==> config.mk <==
export PLATFORM = sky130hd
export DESIGN_NAME = replacement_selection_runs_top
export DESIGN_NICKNAME = d
export VERILOG_FILES = /design/src/rtl/rsr_pkg.sv /design/src/rtl/rsr_cell.sv /design/src/rtl/rsr_rsp_reg.sv /design/src/rtl/replacement_selection_runs_top.sv
export SDC_FILE = /design/constraint.sdc
export NUM_CORES = 1
export LEC_CHECK = 0
export BUFFER_PORTS_ARGS = -buffer_cell sky130_fd_sc_hd__buf_4
export CORE_MARGIN = 10
export CORE_UTILIZATION = 40
export CTS_BUF_LIST = sky130_fd_sc_hd__clkbuf_4
export CTS_CLUSTER_DIAMETER = 50
export CTS_CLUSTER_SIZE = 20
export DETAILED_ROUTE_END_ITERATION = 16
export PLACE_DENSITY = 0.6
export SETUP_SLACK_MARGIN = 0.4
export SYNTH_ARGS = -nofsm -noshare
export SYNTH_HDL_FRONTEND = slang
export SYNTH_SLANG_ARGS = --single-unit
==> constraint.sdc <==
create_clock -name clock -period 5.8 [get_ports clock]
set_clock_uncertainty 0.2 [all_clocks]
set_input_delay 0.87 -clock clock [delete_from_list [all_inputs] [get_ports clock]]
set_output_delay 0.87 -clock clock [all_outputs]
set_load 0.005 [all_outputs]
==> src/rtl/rsr_pkg.sv <==
// types, constants and helpers of the replacement-selection run generator
// depends on nothing; imported by every rtl module of the block
`default_nettype none

package rsr_pkg;

   localparam int HEAP_SIZE = 3;
   localparam int SYM_W     = 8;

   typedef struct packed {
      logic             valid;
      logic             marked;
      logic [SYM_W-1:0] value;
   } entry_type;

   typedef enum logic [1:0] {
      MODE_HOLD,
      MODE_FILL,
      MODE_REPLACE,
      MODE_SHIFT
   } cell_mode_type;

   typedef struct packed {
      cell_mode_type mode;
      entry_type     newcomer;
      logic          clear_marks;
   } cell_ctrl_type;

   typedef struct packed {
      logic [SYM_W-1:0] symbol;
      logic             run_end;
      logic             stream_end;
   } beat_type;

   // a valid entry orders before or with the newcomer: unmarked first, then by value
   function automatic logic key_le(entry_type a, entry_type x);
      return a.valid && ({a.marked, a.value} <= {x.marked, x.value});
   endfunction

endpackage

`default_nettype wire

==> src/rtl/rsr_cell.sv <==
// one cell of the sorted store chain: holds one entry, takes from its neighbors
// depends on rsr_pkg
`default_nettype none

module rsr_cell
   import rsr_pkg::*;
(
   input  wire logic          clock,
   input  wire logic          reset,
   input  wire logic          first_cell,
   input  wire cell_ctrl_type ctrl,
   input  wire entry_type     left_entry,
   input  wire entry_type     right_entry,
   output entry_type          entry_ff
);

   entry_type entry_in;
   logic      le_left;
   logic      le_self;
   logic      le_right;

   always_comb begin
      le_left  = key_le(left_entry, ctrl.newcomer);
      le_self  = key_le(entry_ff, ctrl.newcomer);
      le_right = key_le(right_entry, ctrl.newcomer);
      case (ctrl.mode)
         MODE_FILL: begin
            if (le_self) begin
               entry_in = entry_ff;
            end else if (first_cell || le_left) begin
               entry_in = ctrl.newcomer;
            end else begin
               entry_in = left_entry;
            end
         end
         MODE_REPLACE: begin
            if (le_right) begin
               entry_in = right_entry;
            end else if (first_cell || le_self) begin
               entry_in = ctrl.newcomer;
            end else begin
               entry_in = entry_ff;
            end
         end
         MODE_SHIFT: begin
            entry_in = right_entry;
         end
         default: begin
            entry_in = entry_ff;
         end
      endcase
      if (ctrl.clear_marks) begin
         entry_in.marked = 1'b0;
      end
   end

   always_ff @(posedge clock) begin
      if (reset) begin
         entry_ff <= '0;
      end else begin
         entry_ff <= entry_in;
      end
   end

endmodule

`default_nettype wire

==> src/rtl/rsr_rsp_reg.sv <==
// output register of the result channel, refilled in the cycle it drains
// depends on rsr_pkg
`default_nettype none

module rsr_rsp_reg
   import rsr_pkg::*;
(
   input  wire logic     clock,
   input  wire logic     reset,
   input  wire logic     load,
   input  wire beat_type beat,
   input  wire logic     rsp_tready,
   output logic          valid_ff,
   output beat_type      beat_ff
);

   logic valid_in;

   assign valid_in = load || (valid_ff && !rsp_tready);

   always_ff @(posedge clock) begin
      if (reset) begin
         valid_ff <= 1'b0;
      end else begin
         valid_ff <= valid_in;
      end
      if (load) begin
         beat_ff <= beat;
      end
   end

endmodule

`default_nettype wire

==> src/rtl/replacement_selection_runs_top.sv <==
// replacement-selection run generator: a sorted chain of store cells and an output register
// depends on rsr_pkg, rsr_cell and rsr_rsp_reg
// a byte taken while the chain is full pushes the head entry into the output register
// throughput: one byte per cycle, held off during a flush or while the result beat stalls
// a byte with tlast is followed by a flush that shifts the cells out, one cell per cycle
// while the output register can take it, during which req_tready is low
// reset (synchronous, active high) empties every cell and the output register
`default_nettype none

module replacement_selection_runs_top
   import rsr_pkg::*;
(
   input  wire logic             clock,
   input  wire logic             reset,
   input  wire logic             req_tvalid,
   output logic                  req_tready,
   input  wire logic [SYM_W-1:0] req_tdata,   // symbol
   input  wire logic             req_tlast,   // end_of_input
   output logic                  rsp_tvalid,
   input  wire logic             rsp_tready,
   output logic      [SYM_W-1:0] rsp_tdata,   // out_symbol
   output logic                  rsp_tlast,   // run_end
   output logic                  rsp_tuser    // stream_end
);

   entry_type     chain [HEAP_SIZE+2];
   entry_type     cells [HEAP_SIZE];
   entry_type     head;
   entry_type     second;
   cell_ctrl_type ctrl;
   beat_type      beat;
   beat_type      beat_ff;
   logic          flush_ff;
   logic          flush_in;
   logic          can_load;
   logic          accept;
   logic          full;
   logic          new_mark;
   logic          all_marked;
   logic          shift_out;
   logic          load;

   assign head     = cells[0];
   assign second   = cells[1];
   assign full     = cells[HEAP_SIZE-1].valid;
   assign can_load = !rsp_tvalid || rsp_tready;

   assign req_tready = !flush_ff && can_load;
   assign accept     = req_tvalid && req_tready;
   assign shift_out  = flush_ff && can_load;

   assign new_mark   = full && (req_tdata < head.value);
   assign all_marked = full && new_mark && second.marked;

   always_comb begin
      ctrl.newcomer.valid  = 1'b1;
      ctrl.newcomer.marked = new_mark;
      ctrl.newcomer.value  = req_tdata;
      ctrl.clear_marks     = accept && all_marked;
      if (accept) begin
         ctrl.mode = full ? MODE_REPLACE : MODE_FILL;
      end else if (shift_out) begin
         ctrl.mode = MODE_SHIFT;
      end else begin
         ctrl.mode = MODE_HOLD;
      end
   end

   always_comb begin
      chain[0]           = '0;
      chain[HEAP_SIZE+1] = '0;
      for (int i = 0; i < HEAP_SIZE; i++) begin
         chain[i+1] = cells[i];
      end
   end

   for (genvar i = 0; i < HEAP_SIZE; i++) begin : g_cell
      rsr_cell u_cell (
         .clock       (clock),
         .reset       (reset),
         .first_cell  (i == 0),
         .ctrl        (ctrl),
         .left_entry  (chain[i]),
         .right_entry (chain[i+2]),
         .entry_ff    (cells[i])
      );
   end

   always_comb begin
      beat.symbol = head.value;
      if (shift_out) begin
         beat.run_end    = !second.valid || (head.marked != second.marked);
         beat.stream_end = !second.valid;
      end else begin
         beat.run_end    = all_marked;
         beat.stream_end = 1'b0;
      end
   end

   assign load = (accept && full) || shift_out;

   always_comb begin
      flush_in = flush_ff;
      if (accept && req_tlast) begin
         flush_in = 1'b1;
      end else if (shift_out && !second.valid) begin
         flush_in = 1'b0;
      end
   end

   always_ff @(posedge clock) begin
      if (reset) begin
         flush_ff <= 1'b0;
      end else begin
         flush_ff <= flush_in;
      end
   end

   rsr_rsp_reg u_rsp_reg (
      .clock      (clock),
      .reset      (reset),
      .load       (load),
      .beat       (beat),
      .rsp_tready (rsp_tready),
      .valid_ff   (rsp_tvalid),
      .beat_ff    (beat_ff)
   );

   assign rsp_tdata = beat_ff.symbol;
   assign rsp_tlast = beat_ff.run_end;
   assign rsp_tuser = beat_ff.stream_end;

endmodule

`default_nettype wire

==> flow_summary.toml, run 1 <==
[synthesis]
synth_area_mm2 = 0.00301
async_flop_share_pct = 0
synthCells = 336
ys.warnings.count = 0
synth_compound_area_share_pct = 26.6
yosys-top-cells-area = "sky130_fd_sc_hd__dfxtp_1 (21%), sky130_fd_sc_hd__ha_1 (15%), sky130_fd_sc_hd__edfxtp_1 (10%), sky130_fd_sc_hd__nor2_1 (4.6%), sky130_fd_sc_hd__a2111oi_2 (4.5%)"
main_combinational_cell_family_by_area_after_synthesis = "compound AO/OA/AOI/OAI gates"
synth_edf_count = 10
post_synthesis_cell_type_count = 52
ys_ff_latch = 42
synth_flop_cell = "sky130_fd_sc_hd__dfxtp_1"
synth_sequential_area_ratio_pct = 31.3
synth_fa_ha_area_share_pct = 14.5
synth_top_area_cell = "sky130_fd_sc_hd__dfxtp_1"
mappedNetlistNets = 384
synth_top_area_share_pct = 21.3
synthSimpleGateAreaFrac_pct = 17.2
muxShareOfSynthArea_pct = 3.66
syn-mean-instance-area_um2 = 8.96
synthXorXnorAreaFrac_pct = 0

[clock_network]
cts_buffers = 5
cts.reportedPaths.clkPinSlew_ns = 0.13
worst_skew_pair.late_latency_ns = 0.36
h-tree-depth = 2
ctsResizeCount = 0
cts_buffer_depth = 2
cts_tree = "done"
post_cts_buffers = 0
ctsRootBufferMaster = "sky130_fd_sc_hd__clkbuf_4"
cts-hold-fix-buffers = 0
clock_sinks = 42

[status]
status = "completed"

[detailed_routing]
total_wirelength_um = 8080
final_antenna_net_count = 0
vias = 2694
drt_first_iter_violations = 277
remaining_drc_errors = 0
wl_per_cell_um = 17.9
drt_pass1_iterations = 5
avgViaCountPerCell = 5.97

[worst_setup_path]
worst-path-buf-inv = 4
setup.worst_path.end_class = "register"
timing.critical_path.required_ns = 5.87
crit_path_start_kind = "input port"
cell_chain_critical_path = "buf_4 -> inv_1 -> ha_1 -> nor2b_1 -> o31ai_1 -> a21oi_1 -> a2111oi_2 -> inv_1 -> ha_1 -> nand4_1 -> nor3_1 -> a211o_1 -> nand2_4 -> a21oi_1 -> buf_4 -> nor2_1 -> a211oi_1"
worst_path_arrival_time_ns = 5.14
setup.reg_to_reg.worst_slack_ns = 1.06
ff2ff_path_depth = 15
critical-path-top-delay-family = "compound AO/OA/AOI/OAI gates"
path_class = "input port to register"
crit-reg2reg-capture = "g_cell[1].u_cell.entry_ff[6]"
timing.critical_path.fanout_max = 14
cp_slowest_stage_delay_ns = 0.56
regToRegStartpoint = "g_cell[0].u_cell.entry_ff[1]"
worst_path_max_delay_cell = "sky130_fd_sc_hd__a21oi_1"

[timing]
slew-limit-headroom_pct = 43.1
timing_worst_slew_pin_value_ns = 0.852
achievable-frequency_mhz = 197
final_hold_viol_count = 0
grt_setup_unrepaired = "false"
timing.final.setup_violations = 0
period_minus_slack_ns = 5.07
maxSlewViolCount = 0
totalNegativeSetupSlack_ns = 0
finalCritPeriodShare_pct = 87.5

[die]
die_w_um = 107
die_h_um = 107
fp.coreArea_mm2 = 0.00729
design.die.area_mm2 = 0.0114
floorplan.io_pins = 25
initial_core_util_pct = 41.3
std_cell_rows = 31

[cells_and_area]
area.growth.synth_to_final_pct = 9.19
layout-drive-gt1-share_pct = 14.5
design.final.nets = 399
fillers = 729
antenna_cells = 0
utilization_pct = 45.1
layout.cells.non_filler = 451

[worst_hold_path]
hold-path-endpoint = "u_rsp_reg.beat_ff[6]"
hold_path.class = "register to register"
hp-start = "g_cell[0].u_cell.entry_ff[4]"
min_delay_path_depth = 0

[grt]
via_count_of_the_first_global_routing_pass = 2578
grt.total_usage_pct = 14.4
grt_start_max_net_pins = 26
grt_first_pass_wirelength_um = 13400
grt_overflow_total = 0
antenna_found_initial = 0

[flow_run]
max_cap_viol_count = 0

[placement]
dpl.cell_count = 443
finalWeightedCongestion = 0.951
numPortBuffers = 24
hpwlAfterDp_um = 6050

[power]
power_per_cell_area_mw_per_mm2 = 232
power_leakage_nw = 1.39
peakVddDrop_uv = 65.4
-- through the flow --
stage	setup WS (ns)	instance area [um2]	power, mW	hold WS, ns
after global placement	0.654	3230	0.618	0.298
after CTS	0.839	3290	0.771	0.326
after detailed placement	0.479	3230	0.619	0.289
after floorplan	1.64	3010	0.546	0.255
final	0.726	3290	0.764	0.325
after global routing	0.443	3290	0.820	0.335
-- cell families (layout without fill, tap and decap cells) --
kind of cell,count (synthesis),after routing
buf+inv,46,62
compound gates,94,94
fa+ha+maj,35,35
mux,11,11
flops,42,42
simple gates,108,108
-- cells in the mapped netlist (2+ instances only) --
master / number
sky130_fd_sc_hd__nor2_1: 37
sky130_fd_sc_hd__ha_1: 35
sky130_fd_sc_hd__dfxtp_1: 32
sky130_fd_sc_hd__inv_1: 28
sky130_fd_sc_hd__nand2_1: 24
sky130_fd_sc_hd__a21oi_1: 14
sky130_fd_sc_hd__nand3_1: 14
sky130_fd_sc_hd__nor3_1: 13
sky130_fd_sc_hd__a211oi_1: 12
sky130_fd_sc_hd__mux2i_1: 11
sky130_fd_sc_hd__clkbuf_1: 10
sky130_fd_sc_hd__edfxtp_1: 10
sky130_fd_sc_hd__a2111oi_2: 9
sky130_fd_sc_hd__o21ai_0: 9
sky130_fd_sc_hd__a222oi_1: 8
sky130_fd_sc_hd__a311o_1: 7
sky130_fd_sc_hd__o211a_1: 7
sky130_fd_sc_hd__o21ai_1: 5
sky130_fd_sc_hd__nand4_1: 4
sky130_fd_sc_hd__a211o_1: 3
sky130_fd_sc_hd__buf_2: 3
sky130_fd_sc_hd__buf_4: 3
sky130_fd_sc_hd__nor2b_1: 3
sky130_fd_sc_hd__a31oi_1: 2
sky130_fd_sc_hd__and2_1: 2
sky130_fd_sc_hd__and2b_1: 2
sky130_fd_sc_hd__buf_6: 2
sky130_fd_sc_hd__nand2b_1: 2
sky130_fd_sc_hd__or3_1: 2
-- routing by layer --
layer  track usage [%]  wire length (um)
met1              19.6              3780
met4              4.16                94
met2              22.6              3700
met3              2.51               498
met5                 0                 0
-- placed cells by master (no fill, tap or decap), drive strengths merged, types with 7 or more instances in the layout --
cell,n
a2111oi,9
a211oi,14
a21oi,14
a222oi,8
a311o,7
buf,26
dfxtp,32
edfxtp,10
ha,35
inv,28
mux2i,11
nand2,25
nand3,14
nor2,37
nor3,13
o211a,7
o21ai,14
-- worst max-delay path by stage --
stage                 start                      endpoint  slack [ns]  depth (start not counted)
2_1_floorplan  req_tdata[1]  g_cell[2].u_cell.entry_ff[0]        1.64                         15
3_3_place_gp   req_tdata[1]  g_cell[1].u_cell.entry_ff[5]        0.65                         17
3_5_place_dp   req_tdata[1]  g_cell[1].u_cell.entry_ff[6]        0.48                         17
4_1_cts        req_tdata[1]  g_cell[1].u_cell.entry_ff[6]        0.84                         17
5_1_grt        req_tdata[1]  g_cell[1].u_cell.entry_ff[5]        0.44                         17
6_report       req_tdata[1]  g_cell[1].u_cell.entry_ff[6]        0.73                         17
-- area by class of cell --
class	instances	area [um2]	share of cell area (%)
Timing Repair Buffer	26	195	5.94
Clock buffer	6	45.0	1.37
Multi-Input combinational cell	248	1870	56.8
Tap cell	99	124	3.77
Clock inverter	2	10.0	0.305
Inverter	28	105	3.20
Sequential cell	42	941	28.6
-- power by group --
group          total, mW  switching (mW)  internal, mW
combinational      0.248           0.144         0.105
clock              0.146          0.0953        0.0510
sequential         0.369          0.0371         0.332
total              0.764           0.276         0.488
-- sequential cells by signal (all words and copies together) (netlist names) --
name and count:
flush_ff 1, g_cell.u_cell.entry_ff 30, u_rsp_reg.beat_ff 10, u_rsp_reg.valid_ff 1
(Power assumes the default switching activity.)
==> inputs of run 2 (changes only) <==
==> constraint.sdc (replaced) <==
create_clock -name clock -period 5.35 [get_ports clock]
set_clock_uncertainty 0.2 [all_clocks]
set_input_delay 0.8025 -clock clock [delete_from_list [all_inputs] [get_ports clock]]
set_output_delay 0.8025 -clock clock [all_outputs]
set_load 0.005 [all_outputs]
==> run 2 against run 1 <==
Sequential share of layout area decreased by 0.18 points; setup slack better by 0.13 ns; flip-flop and latch count stayed put; hold slack improved by 0.0031 ns; global-route usage grew 0.23 points; cell count increased by 0.44%; first-iteration DRC count fell by 19%; count of clock-buffer cells in the layout unchanged; die area unchanged; critical endpoint is now g_cell[0].u_cell.entry_ff[7]; largest power group unchanged.
==> flow_summary.toml, run 2 (synthesized netlist as in run 1, its figures left out) <==
[status]
status = "completed"

[cells_and_area]
layout-drive-gt1-share_pct = 14.4
mostFrequentLayoutCells = "sky130_fd_sc_hd__nor2_1 (37), sky130_fd_sc_hd__ha_1 (35), sky130_fd_sc_hd__dfxtp_1 (32), sky130_fd_sc_hd__inv_1 (28), sky130_fd_sc_hd__buf_4 (27)"
final_common_cell = "sky130_fd_sc_hd__nor2_1"
fillers = 727
design.final.nets = 400
largest_register_ffs = 30
area.sequential_um2 = 941
layout_top_registers = "g_cell.u_cell.entry_ff: 30 flops, u_rsp_reg.beat_ff: 10 flops"
utilization_pct = 45.4
layout.cells.non_filler = 453
area.growth.synth_to_final_pct = 9.89
top_register = "g_cell.u_cell.entry_ff"
multi_input_area_mm2 = 0.00188

[clock_network]
cts-hold-fix-buffers = 0
cts.reportedPaths.clkPinSlew_ns = 0.14
post_cts_buffers = 0
cts_buffers = 5
ctsResizeCount = 0
cts_buffer_depth = 2
clock_sinks = 42
ctsRootBufferMaster = "sky130_fd_sc_hd__clkbuf_4"
worst_skew_pair.late_latency_ns = 0.37
h-tree-depth = 2
cts_tree = "done"

[detailed_routing]
met3_length_um = 444
remaining_drc_errors = 0
vias = 2643
drt_first_iter_violations = 225
avgViaCountPerCell = 5.83
final_antenna_net_count = 0
drt_pass1_iterations = 4
total_wirelength_um = 8240
highest-signal-layer = "met4"
wl_per_cell_um = 18.2
routedLengthMet1_um = 3970
wl_met2_um = 3730

[worst_setup_path]
worst_path_arrival_time_ns = 4.57
regToRegStartpoint = "g_cell[0].u_cell.entry_ff[1]"
crit-reg2reg-capture = "g_cell[0].u_cell.entry_ff[7]"
crit_path_start_kind = "input port"
ff2ff_path_depth = 14
timing.critical_path.fanout_max = 13
setup.reg_to_reg.worst_slack_ns = 1.14
setup.worst_path.end_class = "register"
timing.critical_path.required_ns = 5.43
path_class = "input port to register"

[timing]
finalCritPeriodShare_pct = 84.0
slew-limit-headroom_pct = 44.5
timing_worst_slew_pin_value_ns = 0.830
final_hold_viol_count = 0
period_minus_slack_ns = 4.49
maxSlewViolCount = 0
timing.final.setup_violations = 0
totalNegativeSetupSlack_ns = 0
grt_setup_unrepaired = "false"
achievable-frequency_mhz = 223

[grt]
grt_start_max_net_pins = 26
antenna_found_initial = 1
grt.total_usage_pct = 14.6
grt_overflow_total = 0
via_count_of_the_first_global_routing_pass = 2485
grt_first_pass_wirelength_um = 13500

[die]
die_h_um = 107
die_w_um = 107
initial_core_util_pct = 41.3
std_cell_rows = 31
fp.coreArea_mm2 = 0.00729
floorplan.io_pins = 25
design.die.area_mm2 = 0.0114

[worst_hold_path]
hold_path.class = "register to register"
hold-path-endpoint = "u_rsp_reg.beat_ff[4]"
hp-start = "g_cell[0].u_cell.entry_ff[2]"
min_delay_path_depth = 0

[placement]
finalWeightedCongestion = 0.912
dpl.cell_count = 444
hpwlAfterDp_um = 6070
numPortBuffers = 24

[power]
power_per_cell_area_mw_per_mm2 = 254
power_leakage_nw = 1.39
peakVddDrop_uv = 82.8

[flow_run]
max_cap_viol_count = 0
[run 2: cell type report]
| class | instances | share of cell area [%] |
|---|---|---|
| repair buffers | 27 | 6.13 |
| diodes | 1 | 0.0756 |
| flip-flops and latches | 42 | 28.4 |
| clock inverters | 2 | 0.265 |
| inverters | 28 | 3.18 |
| clock buffers | 6 | 1.36 |
| well taps | 99 | 3.74 |
| multi-input cells | 248 | 56.8 |
[run 2: per-stage QoR]
step	hold WS (ns)	worst slack, ns	cell area [um2]	total power [mW]
2_1_floorplan	0.255	1.26	3010	0.592
3_3_place_gp	0.299	0.451	3240	0.670
3_5_place_dp	0.290	0.323	3240	0.673
4_1_cts	0.327	0.714	3290	0.840
5_1_grt	0.341	0.566	3310	0.893
6_report	0.328	0.858	3310	0.839
[run 2: critical path, cell delays in order]
cell and delay [ns]:
sky130_fd_sc_hd__buf_4 0.12, sky130_fd_sc_hd__inv_1 0.09, sky130_fd_sc_hd__ha_1 0.32, sky130_fd_sc_hd__nor2b_1 0.14
sky130_fd_sc_hd__o31ai_1 0.21, sky130_fd_sc_hd__a21oi_1 0.14, sky130_fd_sc_hd__a2111oi_4 0.35, sky130_fd_sc_hd__inv_1 0.18
sky130_fd_sc_hd__ha_1 0.36, sky130_fd_sc_hd__nand4_1 0.13, sky130_fd_sc_hd__nor3_1 0.18, sky130_fd_sc_hd__a211o_1 0.36
sky130_fd_sc_hd__nand2_4 0.22, sky130_fd_sc_hd__a31oi_2 0.48, sky130_fd_sc_hd__nor2_1 0.13, sky130_fd_sc_hd__a2111oi_2 0.34
[run 2: per-layer routing]
metal / vias to the layer above / GRT usage, %
met5: - / 0
met4: 0 / 4.26
met3: 6 / 3.11
met2: 74 / 22.2
met1: 1269 / 20.3
li1: 1294 / -
[run 2: report_power, final]
part / leakage [nW] / switching, mW / total, mW / internal [mW]
logic: 0.998 / 0.157 / 0.272 / 0.115
registers: 0.358 / 0.0399 / 0.400 / 0.360
clock network: 0.0331 / 0.112 / 0.167 / 0.0547
total: 1.39 / 0.309 / 0.839 / 0.530
[run 2: worst max path at each step]
stage | from | endpoint | slack (ns) | cells after the start
detailed placement | req_tdata[1] | g_cell[0].u_cell.entry_ff[7] | 0.32 | 16
finish | req_tdata[1] | g_cell[0].u_cell.entry_ff[7] | 0.86 | 16
CTS | req_tdata[1] | g_cell[0].u_cell.entry_ff[7] | 0.71 | 16
global route | req_tdata[1] | g_cell[0].u_cell.entry_ff[7] | 0.57 | 16
global placement | req_tdata[1] | g_cell[0].u_cell.entry_ff[7] | 0.45 | 16
floorplan | req_tdata[1] | g_cell[2].u_cell.entry_ff[0] | 1.26 | 15
